File: src/design/alist_pkg.sv
// Shared types, constants and codes for the bounded array list.
package alist_pkg;

  localparam int CAPACITY = 16;
  localparam int DATA_W   = 32;
  localparam int POS_W    = 5;
  localparam int CNT_W    = $clog2(CAPACITY + 1);
  localparam int ADDR_W   = (CAPACITY > 1) ? $clog2(CAPACITY) : 1;
  localparam int CMP_W    = (CNT_W > POS_W) ? CNT_W : POS_W;

  typedef enum logic [2:0] {
    FN_APPEND      = 3'd0,
    FN_INSERT      = 3'd1,
    FN_REMOVE_AT   = 3'd2,
    FN_REMOVE_LAST = 3'd3,
    FN_READ        = 3'd4,
    FN_WRITE       = 3'd5,
    FN_CLEAR       = 3'd6,
    FN_NOP         = 3'd7
  } func_t;

  typedef enum logic [1:0] {
    ST_OK    = 2'd0,
    ST_RANGE = 2'd1,
    ST_FULL  = 2'd2,
    ST_EMPTY = 2'd3
  } status_t;

  typedef enum logic [2:0] {
    ACT_NONE,
    ACT_APPEND,
    ACT_INSERT0,
    ACT_INSERT,
    ACT_REMOVE,
    ACT_READ,
    ACT_WRITE
  } act_t;

  typedef struct packed {
    act_t              act;
    status_t           status;
    logic [CNT_W-1:0]  new_count;
  } decision_t;

endpackage

File: src/design/alist_ram.sv
// Generic single-write, single-read RAM with registered read data.
module alist_ram #(
  parameter int WIDTH = 32,
  parameter int DEPTH = 16
) (
  input  logic                                   clk,
  input  logic                                   we,
  input  logic [((DEPTH > 1) ? $clog2(DEPTH) : 1)-1:0] waddr,
  input  logic [WIDTH-1:0]                       wdata,
  input  logic [((DEPTH > 1) ? $clog2(DEPTH) : 1)-1:0] raddr,
  output logic [WIDTH-1:0]                       rdata
);

  logic [WIDTH-1:0] mem [DEPTH];

  always_ff @(posedge clk) begin
    if (we) begin
      mem[waddr] <= wdata;
    end
    rdata <= mem[raddr];
  end

endmodule

File: src/design/alist_check.sv
// Request decoder: range, full and empty checks and the count after the request.
module alist_check
  import alist_pkg::*;
(
  input  logic [2:0]        func,
  input  logic [POS_W-1:0]  position,
  input  logic [CNT_W-1:0]  count,
  output decision_t         dec
);

  logic [CMP_W-1:0] n;
  logic [CMP_W-1:0] p;
  logic             is_empty;
  logic             is_full;
  logic [CNT_W-1:0] cnt_inc;
  logic [CNT_W-1:0] cnt_dec;

  assign n        = CMP_W'(count);
  assign p        = CMP_W'(position);
  assign is_empty = (count == '0);
  assign is_full  = (n >= CMP_W'(CAPACITY));
  assign cnt_inc  = count + CNT_W'(1);
  assign cnt_dec  = count - CNT_W'(1);

  always_comb begin
    dec.act       = ACT_NONE;
    dec.status    = ST_OK;
    dec.new_count = count;
    unique case (func_t'(func))
      FN_APPEND: begin
        if (is_full) begin
          dec.status = ST_FULL;
        end else begin
          dec.act       = ACT_APPEND;
          dec.new_count = cnt_inc;
        end
      end
      FN_INSERT: begin
        // An empty list takes the value at the head whatever the index.
        if (is_empty) begin
          dec.act       = ACT_INSERT0;
          dec.new_count = CNT_W'(1);
        end else if (p > n) begin
          dec.status = ST_RANGE;
        end else if (is_full) begin
          dec.status = ST_FULL;
        end else begin
          dec.act       = ACT_INSERT;
          dec.new_count = cnt_inc;
        end
      end
      FN_REMOVE_AT: begin
        if (is_empty) begin
          dec.status = ST_EMPTY;
        end else if (p >= n) begin
          dec.status = ST_RANGE;
        end else begin
          dec.act       = ACT_REMOVE;
          dec.new_count = cnt_dec;
        end
      end
      FN_REMOVE_LAST: begin
        if (is_empty) begin
          dec.status = ST_EMPTY;
        end else begin
          dec.new_count = cnt_dec;
        end
      end
      FN_READ: begin
        if (p >= n) begin
          dec.status = ST_RANGE;
        end else begin
          dec.act = ACT_READ;
        end
      end
      FN_WRITE: begin
        if (p >= n) begin
          dec.status = ST_RANGE;
        end else begin
          dec.act = ACT_WRITE;
        end
      end
      FN_CLEAR: begin
        dec.new_count = '0;
      end
      FN_NOP: begin
        dec.act = ACT_NONE;
      end
      default: begin
        dec.act = ACT_NONE;
      end
    endcase
  end

endmodule

File: src/design/array_list_insert_remove.sv
// Bounded ordered list of signed words with insert and remove that shift elements.
// Append, remove last, write, clear and failed requests: result strobe in the cycle after start.
// Read: passes through S_READ. Insert and remove take a read and a write state per moved element.
// Shift moves one element at a time, a read then a write, via the single read and write port.
// busy is high while a shift or read is in flight; the receiver cannot stall, so results never wait.
// Synchronous active-low reset empties the list; the element store itself is not cleared.
module array_list_insert_remove
  import alist_pkg::*;
(
  input  logic                     clk,
  input  logic                     rst_n,
  input  logic                     start,
  output logic                     busy,
  input  logic [2:0]               in_func,
  input  logic [POS_W-1:0]         in_position,
  input  logic signed [DATA_W-1:0] in_item_value,
  output logic                     out_valid,
  output logic signed [DATA_W-1:0] out_read_value,
  output logic [1:0]               out_status,
  output logic [CNT_W-1:0]         out_element_total,
  output logic                     out_list_empty
);

  typedef enum logic [2:0] {
    S_IDLE,
    S_INS_RD,
    S_INS_WR,
    S_REM_RD,
    S_REM_WR,
    S_READ
  } state_t;

  state_t            state_r, state_nxt;
  logic [CNT_W-1:0]  count_r;
  logic [CNT_W-1:0]  old_n_r;
  logic [ADDR_W-1:0] idx_r, idx_nxt;
  logic [ADDR_W-1:0] pos_r;
  logic [DATA_W-1:0] val_r;
  logic              fin;
  logic              accept;
  decision_t         dec;

  // Store port signals.
  logic              ram_we;
  logic [ADDR_W-1:0] ram_waddr;
  logic [DATA_W-1:0] ram_wdata;
  logic [ADDR_W-1:0] ram_raddr;
  logic [DATA_W-1:0] ram_rdata;

  alist_check u_check (
    .func     (in_func),
    .position (in_position),
    .count    (count_r),
    .dec      (dec)
  );

  alist_ram #(
    .WIDTH (DATA_W),
    .DEPTH (CAPACITY)
  ) u_store (
    .clk   (clk),
    .we    (ram_we),
    .waddr (ram_waddr),
    .wdata (ram_wdata),
    .raddr (ram_raddr),
    .rdata (ram_rdata)
  );

  assign busy   = (state_r != S_IDLE);
  assign accept = start && !busy;

  // Sequencer: each shift step reads one neighbor, then writes it one place over.
  // An insert walks down from the old end to the insert point, a removal walks up.
  always_comb begin
    state_nxt = state_r;
    idx_nxt   = idx_r;
    fin       = 1'b0;
    ram_we    = 1'b0;
    ram_waddr = '0;
    ram_wdata = val_r;
    ram_raddr = '0;
    unique case (state_r)
      S_IDLE: begin
        if (accept) begin
          unique case (dec.act)
            ACT_APPEND: begin
              ram_we    = 1'b1;
              ram_waddr = ADDR_W'(count_r);
              ram_wdata = in_item_value;
              fin       = 1'b1;
            end
            ACT_INSERT0: begin
              ram_we    = 1'b1;
              ram_waddr = '0;
              ram_wdata = in_item_value;
              fin       = 1'b1;
            end
            ACT_WRITE: begin
              ram_we    = 1'b1;
              ram_waddr = ADDR_W'(in_position);
              ram_wdata = in_item_value;
              fin       = 1'b1;
            end
            ACT_READ: begin
              ram_raddr = ADDR_W'(in_position);
              state_nxt = S_READ;
            end
            ACT_INSERT: begin
              idx_nxt   = ADDR_W'(count_r);
              state_nxt = S_INS_RD;
            end
            ACT_REMOVE: begin
              idx_nxt   = ADDR_W'(in_position);
              state_nxt = S_REM_RD;
            end
            ACT_NONE: begin
              fin = 1'b1;
            end
            default: begin
              fin = 1'b1;
            end
          endcase
        end
      end
      S_INS_RD: begin
        if (idx_r == pos_r) begin
          // Room has been made: drop the new value into place.
          ram_we    = 1'b1;
          ram_waddr = pos_r;
          ram_wdata = val_r;
          fin       = 1'b1;
          state_nxt = S_IDLE;
        end else begin
          ram_raddr = idx_r - ADDR_W'(1);
          state_nxt = S_INS_WR;
        end
      end
      S_INS_WR: begin
        ram_we    = 1'b1;
        ram_waddr = idx_r;
        ram_wdata = ram_rdata;
        idx_nxt   = idx_r - ADDR_W'(1);
        state_nxt = S_INS_RD;
      end
      S_REM_RD: begin
        if ((CNT_W'(idx_r) + CNT_W'(1)) >= old_n_r) begin
          fin       = 1'b1;
          state_nxt = S_IDLE;
        end else begin
          ram_raddr = idx_r + ADDR_W'(1);
          state_nxt = S_REM_WR;
        end
      end
      S_REM_WR: begin
        ram_we    = 1'b1;
        ram_waddr = idx_r;
        ram_wdata = ram_rdata;
        idx_nxt   = idx_r + ADDR_W'(1);
        state_nxt = S_REM_RD;
      end
      S_READ: begin
        fin       = 1'b1;
        state_nxt = S_IDLE;
      end
      default: begin
        state_nxt = S_IDLE;
      end
    endcase
  end

  // State, count and result word. The status and count of the word are fixed at
  // accept time; the strobe follows once the store work is done.
  always_ff @(posedge clk) begin
    if (!rst_n) begin
      state_r   <= S_IDLE;
      count_r   <= '0;
      out_valid <= 1'b0;
    end else begin
      state_r   <= state_nxt;
      out_valid <= fin;
      if (accept) begin
        count_r <= dec.new_count;
      end
    end
    idx_r <= idx_nxt;
    if (accept) begin
      old_n_r           <= count_r;
      pos_r             <= ADDR_W'(in_position);
      val_r             <= in_item_value;
      out_status        <= dec.status;
      out_element_total <= dec.new_count;
      out_list_empty    <= (dec.new_count == '0);
      out_read_value    <= '0;
    end
    if (state_r == S_READ) begin
      out_read_value <= ram_rdata;
    end
  end

endmodule
File: config.mk
export PLATFORM = sky130hd
export DESIGN_NAME = array_list_insert_remove
export DESIGN_NICKNAME = d
export VERILOG_FILES = /design/src/design/alist_pkg.sv /design/src/design/alist_ram.sv /design/src/design/alist_check.sv /design/src/design/array_list_insert_remove.sv
export SDC_FILE = /design/constraint.sdc
export NUM_CORES = 1
export LEC_CHECK = 0
export BUFFER_PORTS_ARGS = -buffer_cell sky130_fd_sc_hd__buf_2
export CORE_AREA = 4 4 212 255
export DETAILED_ROUTE_END_ITERATION = 8
export DIE_AREA = 0 0 216 259
export GPL_ROUTABILITY_DRIVEN = 0
export PLACE_DENSITY = 0.69
export SETUP_SLACK_MARGIN = 0.5
export SLEW_MARGIN = 20
export SYNTH_ARGS = -nofsm -noshare
export SYNTH_HDL_FRONTEND = slang
export SYNTH_SLANG_ARGS = --single-unit
File: constraint.sdc
create_clock -name clk -period 8.65 [get_ports clk]
set_clock_uncertainty 0.2 [all_clocks]
set_input_delay 0.865 -clock clk [delete_from_list [all_inputs] [get_ports clk]]
set_output_delay 0.865 -clock clk [all_outputs]
set_load 0.01 [all_outputs]
---- Word level (Yosys, flattened, before mapping) ----
Memories as Yosys holds them, arrays and structs flattened. A register that Yosys moved wholly into a read port is not among the register bits.
Index checks and enable logic that the tools add are counted.
cells by class
  $lt $le $gt $ge ......................... 4
  $add $sub $neg .......................... 5
  reductions and logical operators ........ 15
  multiplexer cells ....................... 55
  equality and inequality tests ........... 21
operators with widths
  kind                   count
  $mux W32               4
  $pmux W32 S2           1
  $pmux W4 S3            3
  $mux W5                6
  $pmux W3 S5            2
  $mux W4                7
  $pmux W5 S5            1
  $eq A3 B3 Y1 const B   8
  $mux W3                8
  $eq A3 B2 Y1 const B   6
  $pmux W4 S2            2
  $mux W2                7
  $ge A5 B5 Y1           2
  $logic_not A5 Y1       2
  $mux W1                10
  $pmux W2 S5            1
  $eq A3 B1 Y1 const B   3
  $pmux W3 S3            1
  $logic_not A3 Y1       2
  $reduce_bool A3 Y1     2
  $reduce_or A3 Y1       2
  $add A4 B1 Y5 const B  1
  $add A5 B1 Y5 const B  1
  $ge A5 B5 Y1 const B   1
  other kinds (16)       17
word-level totals
  input port bits ......................... 43
  memories ................................ 1
  output and inout port bits .............. 42
  register bits ........................... 94
  word-level logic and storage cells ...... 112
  RAM bits ................................ 512
memory list
  memory       depth  width  rd ports  clocked after Yosys merged registers in  write ports  RTL line         source
  u_store.mem  16     32     1         1                                        1            alist_ram.sv:14  logic [WIDTH-1:0] mem [DEPTH];

---- Longest topological paths before layout ----
  depth in word-level cells ............... 12
  mapped depth ............................ 16
  gate-level depth less buffers ........... 11

---- Hierarchy ----
Synthesis repeated with hierarchy kept, for this count alone.
second synthesis, totals
  cell total of the unflattened synthesis .. 1329
  area total of the unflattened synthesis .. 24996.5 µm²
by module, submodules not included
  module                    seq. area each (µm²)  cells an instance  times used  area each (µm²)
  alist_ram                 16015.4               838                1           19835.3
  array_list_insert_remove  2732.6                374                1           4391.7
  alist_check               0.0                   117                1           769.5

---- Least setup slack after synthesis ----
No wires, ideal clock.
  kind .................................... input-to-reg
  start ................................... input port start
  end ..................................... memory u_store.mem[0][0], enable pin
  required time ........................... 7.949 ns
  buffers on the path ..................... 1
  cell stages on the path ................. 8
  setup slack ............................. 2.430 ns
  arrival ................................. 5.519 ns
  cells stage by stage .................... nand3b_4 inv_4 nand2_1 nor4_1 o21ba_2 clkbuf_1 nor3_1 nor4_1
between the ends
  longest elaborated chain between the ends .. 5
RTL lines
  item                           RTL line                        source
  from (decl)                    array_list_insert_remove.sv:12  input logic start,
  $logic_and A1 B1 Y1 *          array_list_insert_remove.sv:70  assign accept = start && !busy;
  net accept                     array_list_insert_remove.sv:40  logic accept;
  $mux W1                        array_list_insert_remove.sv:84  if (accept) begin
  $pmux W1 S3                    array_list_insert_remove.sv:82  unique case (state_r)
  $mux W1                        alist_ram.sv:17                 if (we) begin
  $mux W1 (not written as such)  alist_ram.sv:18                 mem[waddr] <= wdata;
  to (decl)                      alist_ram.sv:14
The timed path passes the listed nets; every way through them passes the cells marked *.

---- Worst setup path in the final report ----
  start ................................... register state_r[0]
  end ..................................... memory u_store.mem[2][0], enable pin
between the ends
  longest elaborated chain between the ends .. 7
RTL lines
  item                           RTL line                         source
  from (decl)                    array_list_insert_remove.sv:33   state_t state_r, state_nxt;
  from (signal assigned)         array_list_insert_remove.sv:179  state_r <= state_nxt;
  $reduce_bool A3 Y1 *           array_list_insert_remove.sv:69   assign busy = (state_r != S_IDLE);
  $logic_not A1 Y1 *             array_list_insert_remove.sv:70
  $logic_and A1 B1 Y1 *          array_list_insert_remove.sv:70
  net accept                     array_list_insert_remove.sv:40
  $mux W1                        array_list_insert_remove.sv:84
  $pmux W1 S3                    array_list_insert_remove.sv:82
  $mux W1                        alist_ram.sv:17
  $mux W1 (not written as such)  alist_ram.sv:18
Marks and branches as above.

==> results.toml <==
[timing]
worst_pin_slew_ns = 1.15
finalSetupTns_ns = 0
maxSlewViolCount = 0
layout_min_cycle_time_ns = 5.71
setup_ws_ns = 2.94
hold_viol_final = 0
relSlewSlack_pct = 23.1
rsz0062_at_grt = "false"
max_freq_ghz = 0.175
fin_crit_sh_pct = 66.1
final-setup-viol-count = 0

[synthesis]
synth_warnings = 0
syn-num-nets = 1708
synthTopCellsByCount = "edfxtp_1 (597), nand2_1 (100), a211o_1 (95), clkbuf_1 (81), o21ai_0 (78)"
synth-seq-cells = 638
synth_area_leader_cell = "edfxtp_1"
syn_area_um2 = 25600
ys_dominant_reg_cell = "edfxtp_1"
syn-mean-instance-area_um2 = 15.5
syn-instance-count = 1650
synth_area_leaders = "edfxtp_1 (70%), a211o_1 (3.3%), dfxtp_1 (3.2%), mux2_2 (2.7%), o221ai_1 (2.2%)"
synth_seq_area_share_pct = 73.3
synth.top_cell.area_share_pct = 70.1
post-synth-top-count-cell = "edfxtp_1"
synth.distinct_cells = 65
synth-edff-count = 597
synthArstFlopShare_pct = 0

[setup_path]
crit_arrival_ns = 5.76
path_cells = "or2_1 -> nand3b_4 -> inv_4 -> nand2_1 -> nor4_1 -> a222oi_1 -> nand2_1 -> nand3_1 -> nor3_2 -> buf_4"
cp_data_required_time_ns = 8.69
cp_slowest_cell = "nor3_2"
startpoint_type = "register"
worstPathMaxFanout = 57
slowest_delay_ns = 0.90
critPathKind = "register to register"
end_kind = "register"
cp_common_cell = "nand2_1"

[clock_tree]
post_cts_resized = 0
cts_tree = "done"
clk_latency_ns = 0.64
post-cts-setup-buffers = 0
cts_sinks = 638
clk_pin_slew_ns = 0.07
postCtsHoldBufs = 0
cts_buffer_depth = 3
numCtsBuffers = 58
cts-htree-levels = 2
clock-root-buffer = "clkbuf_16"

[drt]
wl_per_cell_um = 27.3
dr_total_vias = 15900
first_pass_iters = 5
viasPerCell = 6.46
remaining_drc_errors = 0
drt_wl_total_um = 67100
ant_nets = 0
drt_iter0_drc = 2144

[floorplan]
io_pins = 85
core_um2 = 51400
dieHeight_um = 259
floorplan.initialDensity_pct = 49.8
die_w_um = 216
rows = 91
die-area_um2 = 55900

[finish]
instances_no_fill = 2456
area_growth_pct = 12.3
nets = 1768
layout-drive-gt1-share_pct = 17.3
fin_area_um2 = 28700

[global_routing]
grt_max_degree = 77
grt_usage_pct = 23.4
overflow = 0
antenna_found_initial = 1
grt_pass1_wl_um = 99700
grt_pass1_vias = 15800

[hold_path]
hold_path_class = "primary input to register"

[placement]
place_ws_ns = 2.95
portBuffers = 84
dpl-instance-area_um2 = 26800
dp_cells = 2346
dpl.hpwl_um = 35400

[power_and_ir_drop]
combPwrFrac_pct = 11.8
p_leak_nw = 9.73
swShare_pct = 25.1
p_switching_mw = 1.80
intPower_mw = 5.39
power_frac_clock_pct = 35.6
p_seq_share_pct = 52.6
pwr_density_cell_nw_per_um2 = 250
ir_drop_v = 0.000169

[run_status]
status = "completed"

[job]
maxCapViolations = 0
cell type report:
| cell class | instances | area (um^2) |
|---|---|---|
| Clock buffer | 79 | 1550 |
| Clock inverter | 29 | 334 |
| Fill cell | 3974 | 22600 |
| Sequential cell | 638 | 18700 |
| Tap cell | 697 | 872 |
| Antenna cell | 1 | 2.50 |
| Multi-Input combinational cell | 875 | 6440 |
| Timing Repair Buffer | 118 | 696 |
| Inverter | 19 | 73.8 |
critical path, delay by kind of cell (launching register included):
| kind | cells | cell delay, ns |
|---|---|---|
| AOI/OAI and AO/OA | 1 | 0.16 |
| buffers and inverters | 2 | 1.26 |
| DFF | 1 | 0.66 |
| and+or+nand+nor | 7 | 2.99 |
path summary, 6_finish.rpt:
| kind | startpoint | end | slack [ns] | cells past startpoint |
|---|---|---|---|---|
| min | in_item_value[0] | val_r[0]$_DFFE_PP_ | 0.23 | 1 |
| max reg2reg | state_r[0]$_SDFFE_PN0P_ | u_store.mem[2][0]$_DFFE_PP_ | 2.94 | 10 |
| max | state_r[0]$_SDFFE_PN0P_ | u_store.mem[2][0]$_DFFE_PP_ | 2.94 | 10 |
| min reg2reg | u_store.rdata[11]$_DFF_P_ | out_read_value[11]$_SDFFCE_PN0P_ | 0.38 | 1 |
cell families (layout without fill, tap and decap cells):
family,after synthesis,after routing,share of synthesized area (%)
adder cells (fa/ha/maj),15,15,0.734
other,0,1,0
buffers and inverters,137,245,2.26
multiplexers,72,72,3.14
flip-flops,638,638,73.3
XOR/XNOR,8,8,0.274
AO/OA/AOI/OAI,534,534,15.6
AND/OR/NAND/NOR,246,246,4.63
placed cells by master, fill, tap and decap left out, types with 6 or more instances in the layout:
cell type	count
o22ai_1	65
buf_4	33
clkbuf_16	58
clkinv_2	8
edfxtp_1	597
nor2b_1	6
a22oi_1	33
o21ai_0	78
bufinv_16	6
o211ai_1	34
nor3_1	7
o221ai_1	65
buf_2	84
dfxtp_1	40
nand2_1	98
a221o_1	31
nand2b_1	11
nor2_1	31
mux2i_1	9
o31a_1	31
o21ai_1	32
mux2_2	61
inv_1	18
clkinv_1	6
ha_1	15
a211oi_1	7
a211o_1	95
nor2_4	14
clkbuf_1	19
nand3_1	7
a21oi_1	25
and3_1	37
through the flow:
step	total power [mW]	utilization [%]	hold WS, ns
after global routing	7.43	55.9	0.224
after floorplan	4.34	-	0.206
final	7.19	55.9	0.233
after detailed placement	4.68	52.2	0.356
after CTS	7.20	55.9	0.201
after global placement	4.65	52.2	0.367
layer usage:
layer  share of wire (%)  vias to the layer above  GRT usage, %
li1                    -                     6847             -
met1                  39                     7994          31.7
met2                  49                      897          39.0
met3                 8.9                      125          3.78
met4                 3.0                        0          8.20
met5                   0                        -             0
power by group through the flow:
stage	clock network, mW	logic [mW]	registers (mW)
after floorplan	0	0.534	3.81
after CTS	2.59	0.838	3.78
after global placement	0	0.810	3.84
after global routing	2.72	0.921	3.79
after detailed placement	0	0.834	3.84
final	2.56	0.848	3.78
state kept, by name (all words and copies together) (netlist names):
signal / flops
u_store.mem: 512
out_read_value: 32
u_store.rdata: 32
val_r: 32
count_r: 5
old_n_r: 5
out_element_total: 5
idx_r: 4
pos_r: 4
state_r: 3
out_status: 2
out_list_empty: 1
out_valid: 1
No activity file was read; power rests on OpenSTA's default activity.
